**config.mk**
```make
export PLATFORM = sky130hd
export DESIGN_NAME = replica_source_selector_unit
export DESIGN_NICKNAME = d
export VERILOG_FILES = /design/src/hw/rtl/rss_pkg.sv /design/src/hw/rtl/rss_in_stage.sv /design/src/hw/rtl/rss_scan.sv /design/src/hw/rtl/rss_out_stage.sv /design/src/hw/rtl/replica_source_selector_unit.sv
export SDC_FILE = /design/constraint.sdc
export NUM_CORES = 1
export LEC_CHECK = 0
export BUFFER_PORTS_ARGS = -buffer_cell sky130_fd_sc_hd__buf_2
export CORE_AREA = 2 2 395 299
export CTS_CLUSTER_DIAMETER = 80
export DETAILED_ROUTE_END_ITERATION = 6
export DIE_AREA = 0 0 397 301
export PLACE_DENSITY = 0.43
export SLEW_MARGIN = 40
export SYNTH_ARGS = -nofsm -noshare
export SYNTH_HDL_FRONTEND = slang
export SYNTH_SLANG_ARGS = --single-unit
```
**constraint.sdc**
```tcl
create_clock -name clk -period 23.3 [get_ports clk]
set_input_delay 2.33 -clock clk [delete_from_list [all_inputs] [get_ports clk]]
set_output_delay 2.33 -clock clk [all_outputs]
set_load 0.005 [all_outputs]
```
**src/hw/rtl/rss_pkg.sv**
```systemverilog
// Types and constants of the replica source selector.
package rss_pkg;

  localparam int MAX_REPLICAS_DEF = 64;

  localparam int ID_W    = 64;
  localparam int COST_W  = 32;
  localparam int TOTAL_W = 34;
  localparam int IDX_W   = 6;

  // Held slots
  localparam int SLOT_LOCAL  = 0;
  localparam int SLOT_MEM    = 1;
  localparam int SLOT_MEM_OK = 2;
  localparam int SLOT_NOF    = 3;
  localparam int SLOT_LDISK  = 4;
  localparam int SLOT_DISK   = 5;
  localparam int SLOT_BEST   = 6;
  localparam int SLOT_COUNT  = 7;

  // Replica kinds
  localparam logic [2:0] KIND_MEM   = 3'd0;
  localparam logic [2:0] KIND_NOF   = 3'd1;
  localparam logic [2:0] KIND_LDISK = 3'd2;
  localparam logic [2:0] KIND_DISK  = 3'd3;

  // Score verdicts
  localparam logic [1:0] VERDICT_UNSET = 2'd0;
  localparam logic [1:0] VERDICT_SCORE = 2'd1;
  localparam logic [1:0] VERDICT_VETO  = 2'd2;
  localparam logic [1:0] VERDICT_UNAV  = 2'd3;

  // Outcome codes
  localparam logic [3:0] OUT_LOCAL_FAST     = 4'd0;
  localparam logic [3:0] OUT_NO_REMOTE_MEM  = 4'd1;
  localparam logic [3:0] OUT_NO_PROVIDER    = 4'd2;
  localparam logic [3:0] OUT_INVALID_RESULT = 4'd3;
  localparam logic [3:0] OUT_INVALID_SCORE  = 4'd4;
  localparam logic [3:0] OUT_STALE          = 4'd5;
  localparam logic [3:0] OUT_MISSING_SIGNAL = 4'd6;
  localparam logic [3:0] OUT_SOURCE_UNAV    = 4'd7;
  localparam logic [3:0] OUT_SCORED_MEMORY  = 4'd8;
  localparam logic [3:0] OUT_STORAGE        = 4'd9;
  localparam logic [3:0] OUT_NO_SAFE        = 4'd10;

  typedef struct packed {
    logic [ID_W-1:0]   rep_id;
    logic              is_complete;
    logic [2:0]        replica_kind;
    logic              is_local;
    logic [1:0]        verdict_kind;
    logic              cost_invalid;
    logic [COST_W-1:0] topo_cost;
    logic [COST_W-1:0] busy_cost;
    logic [COST_W-1:0] hlth_cost;
    logic [1:0]        unavailable_reason;
    logic              is_last;
  } in_item_t;

  typedef struct packed {
    logic [3:0]       outcome;
    logic             choice_found;
    logic [IDX_W-1:0] choice_index;
    logic [ID_W-1:0]  choice_id;
    logic             baseline_found;
    logic [IDX_W-1:0] baseline_index;
  } out_item_t;

  // Handshake controls from the top level to the scan core
  typedef struct packed {
    logic take;
    logic last;
  } scan_ctl_t;

endpackage

```
**src/hw/rtl/rss_in_stage.sv**
```systemverilog
// Input register stage of the replica source selector.
module rss_in_stage (
  input  logic              clk,
  input  logic              rst,
  input  logic              in_valid,
  output logic              in_stall,
  input  rss_pkg::in_item_t in_item,
  input  logic              take,
  output logic              q_valid,
  output rss_pkg::in_item_t q_item
);
  import rss_pkg::*;

  // Stall while the held item cannot move on
  assign in_stall = q_valid & ~take;

  // Load a new item whenever the register empties or advances
  always_ff @(posedge clk) begin
    if (rst) begin
      q_valid <= 1'b0;
    end else if (!q_valid || take) begin
      q_valid <= in_valid;
    end
  end

  always_ff @(posedge clk) begin
    if (in_valid && !in_stall) begin
      q_item <= in_item;
    end
  end

endmodule

```
**src/hw/rtl/rss_scan.sv**
```systemverilog
// List scan state and end-of-list decision of the replica source selector.
module rss_scan #(
  parameter int MAX_REPLICAS = rss_pkg::MAX_REPLICAS_DEF
) (
  input  logic               clk,
  input  logic               rst,
  input  logic               cfg_write,
  input  logic               cfg_data,
  input  rss_pkg::scan_ctl_t ctl,
  input  rss_pkg::in_item_t  item,
  output rss_pkg::out_item_t res
);
  import rss_pkg::*;

  localparam int POS_W = $clog2(MAX_REPLICAS + 1);

  // Held unavailable reason codes (reason + 1)
  localparam logic [2:0] UNAV_NONE    = 3'd0;
  localparam logic [2:0] UNAV_MISSING = 3'd1;
  localparam logic [2:0] UNAV_STALE   = 3'd2;
  localparam logic [2:0] UNAV_SOURCE  = 3'd3;

  logic                  provider_present;
  logic [POS_W-1:0]      position;
  logic [SLOT_COUNT-1:0] held_valid;
  logic [IDX_W-1:0]      held_index [SLOT_COUNT];
  logic [ID_W-1:0]       held_id [SLOT_COUNT];
  logic [TOTAL_W-1:0]    min_total;
  logic                  candidate_seen;
  logic                  unset_seen;
  logic                  invalid_score_seen;
  logic [2:0]            unavailable_held;

  logic                  held_valid_next [SLOT_COUNT];
  logic [SLOT_COUNT-1:0] valid_next;
  logic [IDX_W-1:0]      index_next [SLOT_COUNT];
  logic [ID_W-1:0]       id_next [SLOT_COUNT];
  logic [TOTAL_W-1:0]    min_total_next;
  logic                  candidate_seen_next;
  logic                  unset_seen_next;
  logic                  invalid_score_seen_next;
  logic [2:0]            unavailable_held_next;

  logic                  scan_en;
  logic                  hit;
  logic                  is_mem;
  logic                  is_nof;
  logic [TOTAL_W-1:0]    total;
  logic [2:0]            reason_code;
  logic [SLOT_COUNT-1:0] wr;
  logic [IDX_W-1:0]      pos_idx;
  logic [SLOT_COUNT-1:0] base_sel;
  logic [SLOT_COUNT-1:0] skip_sel;
  logic [SLOT_COUNT-1:0] pick_sel;
  logic [3:0]            outcome;

  // Structural choice, one-hot or zero; vetoed selects the slot that skips vetoes
  function automatic logic [SLOT_COUNT-1:0] struct_pick(
    input logic [SLOT_COUNT-1:0] v,
    input logic                  vetoed
  );
    logic [SLOT_COUNT-1:0] p;
    p = '0;
    if (v[SLOT_LOCAL]) begin
      p[SLOT_LOCAL] = 1'b1;
    end else if (vetoed && v[SLOT_MEM_OK]) begin
      p[SLOT_MEM_OK] = 1'b1;
    end else if (!vetoed && v[SLOT_MEM]) begin
      p[SLOT_MEM] = 1'b1;
    end else if (v[SLOT_NOF]) begin
      p[SLOT_NOF] = 1'b1;
    end else if (v[SLOT_LDISK]) begin
      p[SLOT_LDISK] = 1'b1;
    end else if (v[SLOT_DISK]) begin
      p[SLOT_DISK] = 1'b1;
    end
    return p;
  endfunction

  // Decode the item against the current list state
  assign scan_en     = ctl.take & (position < POS_W'(MAX_REPLICAS));
  assign hit         = scan_en & item.is_complete;
  assign is_mem      = item.replica_kind == KIND_MEM;
  assign is_nof      = item.replica_kind == KIND_NOF;
  assign total       = TOTAL_W'(item.topo_cost) + TOTAL_W'(item.busy_cost)
                     + TOTAL_W'(item.hlth_cost);
  assign reason_code = 3'(item.unavailable_reason) + 3'd1;
  assign pos_idx     = IDX_W'(position);

  // Slot write enables: first-seen slots hold once, local disk keeps the last, best keeps the lowest total
  always_comb begin
    wr = '0;
    wr[SLOT_LOCAL]  = hit & (is_mem | is_nof) & item.is_local & ~held_valid[SLOT_LOCAL];
    wr[SLOT_MEM]    = hit & is_mem & ~held_valid[SLOT_MEM];
    wr[SLOT_MEM_OK] = hit & is_mem & (item.verdict_kind != VERDICT_VETO)
                    & ~held_valid[SLOT_MEM_OK];
    wr[SLOT_NOF]    = hit & is_nof & ~held_valid[SLOT_NOF];
    wr[SLOT_LDISK]  = hit & (item.replica_kind == KIND_LDISK);
    wr[SLOT_DISK]   = hit & (item.replica_kind == KIND_DISK) & ~held_valid[SLOT_DISK];
    wr[SLOT_BEST]   = hit & is_mem & (item.verdict_kind == VERDICT_SCORE)
                    & ~item.cost_invalid
                    & (~held_valid[SLOT_BEST] | (total < min_total));
  end

  // Updated slots and flags, including this item
  always_comb begin
    for (int s = 0; s < SLOT_COUNT; s++) begin
      held_valid_next[s] = held_valid[s] | wr[s];
      valid_next[s]      = held_valid_next[s];
      index_next[s]      = wr[s] ? pos_idx : held_index[s];
      id_next[s]         = wr[s] ? item.rep_id : held_id[s];
    end
    min_total_next          = wr[SLOT_BEST] ? total : min_total;
    candidate_seen_next     = candidate_seen | (hit & is_mem);
    unset_seen_next         = unset_seen
                            | (hit & is_mem & (item.verdict_kind == VERDICT_UNSET));
    invalid_score_seen_next = invalid_score_seen
                            | (hit & is_mem & (item.verdict_kind == VERDICT_SCORE)
                               & item.cost_invalid);
    unavailable_held_next   = unavailable_held;
    if (hit && is_mem && (item.verdict_kind == VERDICT_UNAV)
        && (reason_code > unavailable_held)) begin
      unavailable_held_next = reason_code;
    end
  end

  // Decide the outcome and the recommended slot
  always_comb begin
    base_sel = struct_pick(valid_next, 1'b0);
    skip_sel = struct_pick(valid_next, 1'b1);
    pick_sel = base_sel;
    outcome  = OUT_NO_SAFE;
    if (valid_next[SLOT_LOCAL]) begin
      outcome = OUT_LOCAL_FAST;
    end else if (!candidate_seen_next) begin
      outcome = OUT_NO_REMOTE_MEM;
    end else if (!provider_present) begin
      outcome = OUT_NO_PROVIDER;
    end else if (unset_seen_next) begin
      outcome = OUT_INVALID_RESULT;
    end else if (invalid_score_seen_next || (unavailable_held_next != UNAV_NONE)) begin
      pick_sel = skip_sel;
      if (invalid_score_seen_next) begin
        outcome = OUT_INVALID_SCORE;
      end else begin
        case (unavailable_held_next)
          UNAV_MISSING: outcome = OUT_MISSING_SIGNAL;
          UNAV_STALE:   outcome = OUT_STALE;
          UNAV_SOURCE:  outcome = OUT_SOURCE_UNAV;
          default:      outcome = OUT_INVALID_RESULT;
        endcase
      end
    end else if (valid_next[SLOT_BEST]) begin
      pick_sel = '0;
      pick_sel[SLOT_BEST] = 1'b1;
      outcome = OUT_SCORED_MEMORY;
    end else begin
      pick_sel = skip_sel;
      outcome  = (|skip_sel) ? OUT_STORAGE : OUT_NO_SAFE;
    end
  end

  // Gather the result from the selected slots
  always_comb begin
    res                = '0;
    res.outcome        = outcome;
    res.choice_found   = |pick_sel;
    res.baseline_found = |base_sel;
    for (int s = 0; s < SLOT_COUNT; s++) begin
      if (pick_sel[s]) begin
        res.choice_index = res.choice_index | index_next[s];
        res.choice_id    = res.choice_id | id_next[s];
      end
      if (base_sel[s]) begin
        res.baseline_index = res.baseline_index | index_next[s];
      end
    end
  end

  // Configuration register
  always_ff @(posedge clk) begin
    if (rst) begin
      provider_present <= 1'b1;
    end else if (cfg_write) begin
      provider_present <= cfg_data;
    end
  end

  // Advance list state; clear it after the last item
  always_ff @(posedge clk) begin
    if (rst) begin
      position           <= '0;
      held_valid         <= '0;
      min_total          <= '1;
      candidate_seen     <= 1'b0;
      unset_seen         <= 1'b0;
      invalid_score_seen <= 1'b0;
      unavailable_held   <= UNAV_NONE;
    end else if (ctl.take) begin
      if (ctl.last) begin
        position           <= '0;
        held_valid         <= '0;
        min_total          <= '1;
        candidate_seen     <= 1'b0;
        unset_seen         <= 1'b0;
        invalid_score_seen <= 1'b0;
        unavailable_held   <= UNAV_NONE;
      end else begin
        if (scan_en) begin
          position <= position + POS_W'(1);
        end
        held_valid         <= valid_next;
        min_total          <= min_total_next;
        candidate_seen     <= candidate_seen_next;
        unset_seen         <= unset_seen_next;
        invalid_score_seen <= invalid_score_seen_next;
        unavailable_held   <= unavailable_held_next;
      end
    end
  end

  // Slot payload, no reset
  always_ff @(posedge clk) begin
    for (int s = 0; s < SLOT_COUNT; s++) begin
      if (wr[s]) begin
        held_index[s] <= pos_idx;
        held_id[s]    <= item.rep_id;
      end
    end
  end

endmodule

```
**src/hw/rtl/rss_out_stage.sv**
```systemverilog
// Result register stage of the replica source selector.
module rss_out_stage (
  input  logic               clk,
  input  logic               rst,
  input  logic               load,
  input  rss_pkg::out_item_t res,
  output logic               free,
  output logic               out_valid,
  input  logic               out_stall,
  output rss_pkg::out_item_t out_item
);
  import rss_pkg::*;

  // Register can take a new item when empty or being drained
  assign free = ~out_valid | ~out_stall;

  always_ff @(posedge clk) begin
    if (rst) begin
      out_valid <= 1'b0;
    end else if (free) begin
      out_valid <= load;
    end
  end

  always_ff @(posedge clk) begin
    if (load) begin
      out_item <= res;
    end
  end

endmodule

```
**src/hw/rtl/replica_source_selector_unit.sv**
```systemverilog
// Top level of the replica source selector.
//
//   channel | direction | handshake           | payload
//   --------+-----------+---------------------+-----------------------------
//   in      | input     | in_valid / in_stall | in_item  (one replica)
//   out     | output    | out_valid/out_stall | out_item (one result a list)
//   cfg     | input     | cfg_write           | cfg_data (provider_present)
//
// One item per cycle while no stalled result holds a last item: the scan logic
// updates the list state from the item in the input register, and the last item
// of a list loads its result into the output register in that same cycle.
// Reset is synchronous and clears the list state; provider_present resets to 1.
// A stalled result holds the input register only when it holds a last item.
module replica_source_selector_unit #(
  parameter int MAX_REPLICAS = rss_pkg::MAX_REPLICAS_DEF
) (
  input  logic               clk,
  input  logic               rst,
  input  logic               cfg_write,
  input  logic               cfg_data,
  input  logic               in_valid,
  output logic               in_stall,
  input  rss_pkg::in_item_t  in_item,
  output logic               out_valid,
  input  logic               out_stall,
  output rss_pkg::out_item_t out_item
);
  import rss_pkg::*;

  logic      q_valid;
  in_item_t  q_item;
  out_item_t res;
  logic      free;
  scan_ctl_t ctl;

  // Move the held item on unless its result has nowhere to go
  assign ctl = '{take: q_valid & (~q_item.is_last | free), last: q_item.is_last};

  rss_in_stage u_in (
    .clk      (clk),
    .rst      (rst),
    .in_valid (in_valid),
    .in_stall (in_stall),
    .in_item  (in_item),
    .take     (ctl.take),
    .q_valid  (q_valid),
    .q_item   (q_item)
  );

  rss_scan #(
    .MAX_REPLICAS (MAX_REPLICAS)
  ) u_scan (
    .clk       (clk),
    .rst       (rst),
    .cfg_write (cfg_write),
    .cfg_data  (cfg_data),
    .ctl       (ctl),
    .item      (q_item),
    .res       (res)
  );

  rss_out_stage u_out (
    .clk       (clk),
    .rst       (rst),
    .load      (ctl.take & ctl.last),
    .res       (res),
    .free      (free),
    .out_valid (out_valid),
    .out_stall (out_stall),
    .out_item  (out_item)
  );

endmodule

```
* After elaboration in Yosys (flattened, before gate mapping)
Memories as Yosys holds them, arrays and structs flattened. Cells that the tools add are included.
Storage, ports and cells: memory bits (writable) 490, output and inout bits 84, input port bits 177, word-level logic and storage cells 233, bits in registers 310, memories kept 2
Memory list:
- u_scan.held_id | depth 7, width 64, rd ports 7, clocked after memory_dff 0, wr ports 4, line rss_scan.sv:27 | logic [ID_W-1:0] held_id [SLOT_COUNT];
- u_scan.held_index | depth 7, width 6, rd ports 7, clocked after memory_dff 0, wr ports 4, line rss_scan.sv:26 | logic [IDX_W-1:0] held_index [SLOT_COUNT];
Operators by class: equality and inequality tests 9, muxes and demuxes 95, $lt $le $gt $ge 3, add/sub/neg operators 4, reductions and logical operators 26, bitwise logic cells 65
Operator list (number):
- 2-to-1 mux 64 bit | 10
- 2-to-1 mux 70 bit | 7
- bitwise OR 64 bit | 6
- OR reduction 64 bit | 3
- 2-to-1 mux 6 bit | 15
- 2-to-1 mux 34 bit | 2
- 2-to-1 mux 7 bit | 9
- bitwise OR 6 bit | 10
- adder 34 x 32 -> 34 bit | 1
- < comparator 34 bit | 1
- adder 32 x 32 -> 33 bit | 1
- 2-to-1 mux 3 bit | 11
- 2-to-1 mux 1 bit | 32
- bitwise AND 1 bit | 22
- OR reduction 6 bit | 3
- 2-to-1 mux 4 bit | 4
- bitwise OR 1 bit | 14
- NOT 1 bit | 13
- == test 3 x 2 -> 1 bit, second input constant | 4
- OR reduction 5 bit | 2
- one-hot mux 3 bit (3 select lines) | 1
- 2-to-1 mux 2 bit | 4
- adder 7 x 1 -> 7 bit, second input constant | 1
- < comparator 7 bit, second input constant | 1
- other kinds (17) | 25

* Depth between registers and ports, before layout
depth in word-level cells 33, gate-level depth with buffers 35, gate-level depth less buffers 32

* Hierarchy
Synthesis repeated with hierarchy kept, for this count alone.
Unflattened totals: cells, all modules 2927, area total of the unflattened synthesis 34106.5 um^2
By module, submodules not included:
- rss_scan | area each 26407.8 um^2, cells an instance 2663, sequential area each 12311.8 um^2, instances 1
- rss_in_stage | area each 5185.0 um^2, cells an instance 175, sequential area each 5154.9 um^2, instances 1
- rss_out_stage | area each 2494.9 um^2, cells an instance 86, sequential area each 2482.4 um^2, instances 1
- replica_source_selector_unit | area each 18.8 um^2, cells an instance 3, sequential area each 0.0 um^2, instances 1

* Worst setup path before layout
No wires, ideal clock.
path type input to register, from input out_stall, to register, netlist name u_in.q_item[0], stages on the path 4, setup slack 12194 ps, data arrival time 10382 ps, setup time 725 ps, data required time 22575 ps, buffers on the path 1, cell sequence and3_1 -> buf_6 -> and2_1 -> nor2b_1
Between the ends: word-level cells in the longest chain between the ends 8
RTL lines:
- start: declaration | line replica_source_selector_unit.sv:25 | input logic out_stall,
- NOT 1 bit | line rss_out_stage.sv:15 | assign free = ~out_valid | ~out_stall;
- bitwise OR 1 bit | line rss_out_stage.sv:15
- bitwise OR 1 bit | line replica_source_selector_unit.sv:37 | assign ctl = '{take: q_valid & (~q_item.is_last | free), last: q_item.is_last};
- bitwise AND 1 bit | line replica_source_selector_unit.sv:37
- NOT 1 bit | line rss_in_stage.sv:15 | assign in_stall = q_valid & ~take;
- bitwise AND 1 bit | line rss_in_stage.sv:15
- named net in_stall | line replica_source_selector_unit.sv:22 | output logic in_stall,
- logical NOT 1 bit | line rss_in_stage.sv:27 | if (in_valid && !in_stall) begin
- logical AND 1 bit | line rss_in_stage.sv:27
The timed path passes the listed nets, and every way through them passes these cells. A chain may end at the register's enable or synchronous reset.

==> results.toml <==
[sta]
rsz0062_at_grt = "no"
drv_slew = 0
skew_ps = 29.5
setup_viol = 0
hold_viol = 0
timing.final.crit_share_pct = 41.9
fin_ws_ps = 13530
slew_headroom_pct = 44.2
fin_tns_setup_ps = 0
worstMarginPinSlew_ps = 837
min_period_ps = 9770
fmax_ghz = 0.102

[clock_tree]
hold_buffers = 0
post_cts_buffers = 0
clk_pin_slew_worst_paths_ps = 60
h-tree-depth = 3
clock_path_buffers = 3
cts_made_buffers = 88
clock-sinks = 800
cts_tree = "built"
cts_resized = 0
worstSkewPairLatency_ps = 670
root_buffer = "clkbuf_16"

[setup_path]
required_ps = 23820
path_max_fanout = 98
crit_path_end_kind = "flip-flop"
start_kind = "flip-flop"
critPathMaxStageDelay_ps = 720
worstPathArrival_ps = 10290
worst-setup-path-type = "reg2reg"
crit_top_cell = "ha_1"
cp_slowest_cell = "o41ai_1"

[synthesis]
syn-num-nets = 3127
synth_area_sq_um = 34400
synth_area_leaders = "edfxtp_1 (34%), dfxtp_1 (24%), mux2_2 (9.2%)"
yosys.area.top_type = "edfxtp_1"
synth_adder_area_share_pct = 3.89
syn_area_per_cell_sq_um = 12.1
async_reset_ff_share_pct = 0
synth_top_family_by_area = "compound AO/OA/AOI/OAI gates"
seq_area_frac_synth_pct = 57.9
synth_edf_count = 393
ys_seq_elements = 800
synth-simple-area-share_pct = 7.76
synth_xor_area_share_pct = 1.55
synthCells = 2844
yosysWarnings = 0
synth_compound_area_share_pct = 13.9
synth_top_area_share_pct = 34.3
synth.distinct_cells = 81
synth_mux_area_share_pct = 11.5
synth-main-ff-cell = "dfxtp_1"

[cells_and_area]
final_nets = 3356
utilization_pct = 35.2
drive_gt1_share_pct = 23.9
fillers = 11200
area_growth_syn_to_layout_pct = 17.7

[placement]
dp_hpwl_um = 63600
preCtsSetupSlack_ps = 13600
io_buffer_count = 260
place.gp.congestion = 0.819

[job]
drv_cap = 0

[power_and_ir_drop]
p_leak_nw = 16.8
power.density_nw_per_um2 = 87.2
ir_worst_vdd_v = 0.0000484

[die]
rows = 108
ios = 261
die_y_um = 301
die_area_sq_um = 119000
core_area_sq_um = 115000
start_util_pct = 29.9
die_w_um = 397

[hold_path]
hold_class = "reg2reg"

[global_route]
grt_max_degree = 99
grt_pass1_vias = 25100
grt_overflow = 0
grt_pass1_wl_um = 160000
antenna_found_initial = 7
grt_usage_pct = 17.7

[routing]
dr.pass1.iters = 6
via_count = 24400
drcViolationCount = 0
ant_nets = 0
drt_wl_total_um = 108000
drt_iter0_drc = 1872
post_drt_wl_per_cell_um = 23.0
via_per_inst = 5.20

[outcome]
status = "finished, final reports clean"
[logic make-up after synthesis]
family / after synthesis
AOI/OAI and AO/OA: 636
xor gates and xnor gates: 61
adders and majority gates: 106
buffers and inverters: 303
DFF: 800
muxes: 362
and+or+nand+nor: 576
[metal layers]
layer	wire length, um	GRT usage, %	part of all wire (%)	vias to the layer above
met2	49100	28.1	46	683
li1	-	-	-	11300
met5	13	0	0.012	-
met1	50700	24.6	47	12300
met4	2300	4.31	2.1	2
met3	5650	3.34	5.2	149
[stage by stage]
step           cells  hold WS [ps]  instance area, sq um  power [mW]
2_1_floorplan   2844           424                 34400        2.00
3_3_place_gp    4515           441                 37400        2.12
3_5_place_dp    4521           447                 37500        2.14
4_1_cts         4686           462                 40500        3.57
5_1_grt         4689           482                 40500        3.69
6_report        4691           466                 40500        3.53
[power breakdown]
| part | switching (mW) | internal, mW | total, mW |
|---|---|---|---|
| logic | 0.252 | 0.199 | 0.450 |
| registers | 0.0497 | 1.61 | 1.66 |
| clock network | 0.593 | 0.826 | 1.42 |
[critical path, delay by kind of cell (launching register included)]
kind / cells / cell delay (ps)
AND/OR/NAND/NOR: 14 / 2960
buffers and inverters: 4 / 1630
flip-flops: 1 / 360
adder cells (fa/ha/maj): 4 / 1140
XOR/XNOR: 2 / 280
AO/OA/AOI/OAI: 10 / 3150
[synthesized netlist by cell type (24+ instances only)]
library cell and count:
a21o_1 42, inv_1 141, a32oi_1 61, clkbuf_1 108, ha_1 104, o211ai_1 27, edfxtp_1 393, a21oi_1 144
mux2i_1 81, nand3_1 91, buf_1 26, xnor2_1 39, a211oi_1 74, mux2_2 281, buf_2 24, a222oi_1 64
nand2_1 211, o21ai_0 52, a221o_1 68, dfxtp_1 407, nor2_1 145
[state kept, by name, indices dropped and copies added, names as in the netlist, 3 cells and up]
register / count
u_scan.held_id: 448
u_in.q_item: 171
u_out.out_item: 82
u_scan.held_index: 42
u_scan.min_total: 34
u_scan.held_valid: 7
u_scan.position: 7
u_scan.unavailable_held: 3
[cells in the final DEF (no fill, tap or decap), types with 21 or more instances in the layout]
cell type and count:
nand3_1 91, a21o_1 41, edfxtp_1 393, a21oi_1 143, mux2i_1 81, nor2_1 143
a221o_1 68, a32oi_1 61, dfxtp_1 407, buf_4 21, o211ai_1 27, clkbuf_16 92
buf_2 260, o21ai_0 51, ha_1 104, a211oi_1 72, xnor2_1 39, clkbuf_1 29
nand2_1 209, mux2_2 281, xor2_1 22, a222oi_1 64, inv_1 140
[layout make-up]
| cell class | count | area [sq um] | area share (%) |
|---|---|---|---|
| Antenna cell | 3 | 7.51 | 0.0185 |
| Clock buffer | 132 | 2550 | 6.29 |
| Clock inverter | 33 | 364 | 0.898 |
| Inverter | 143 | 552 | 1.36 |
| Multi-Input combinational cell | 1741 | 13500 | 33.2 |
| Sequential cell | 800 | 19900 | 49.2 |
| Tap cell | 1540 | 1930 | 4.75 |
| Timing Repair Buffer | 299 | 1730 | 4.26 |
[worst paths after layout]
check             slack [ps]           startpoint                   to  cells after the start
setup / recovery       13530      u_in.q_item[35]   u_out.out_item[54]                     34
hold / removal           470  u_scan.min_total[0]  u_scan.min_total[0]                      2
setup reg to reg       13530      u_in.q_item[35]   u_out.out_item[54]                     34
hold reg to reg          470  u_scan.min_total[0]  u_scan.min_total[0]                      2
(Power assumes the default switching activity.)
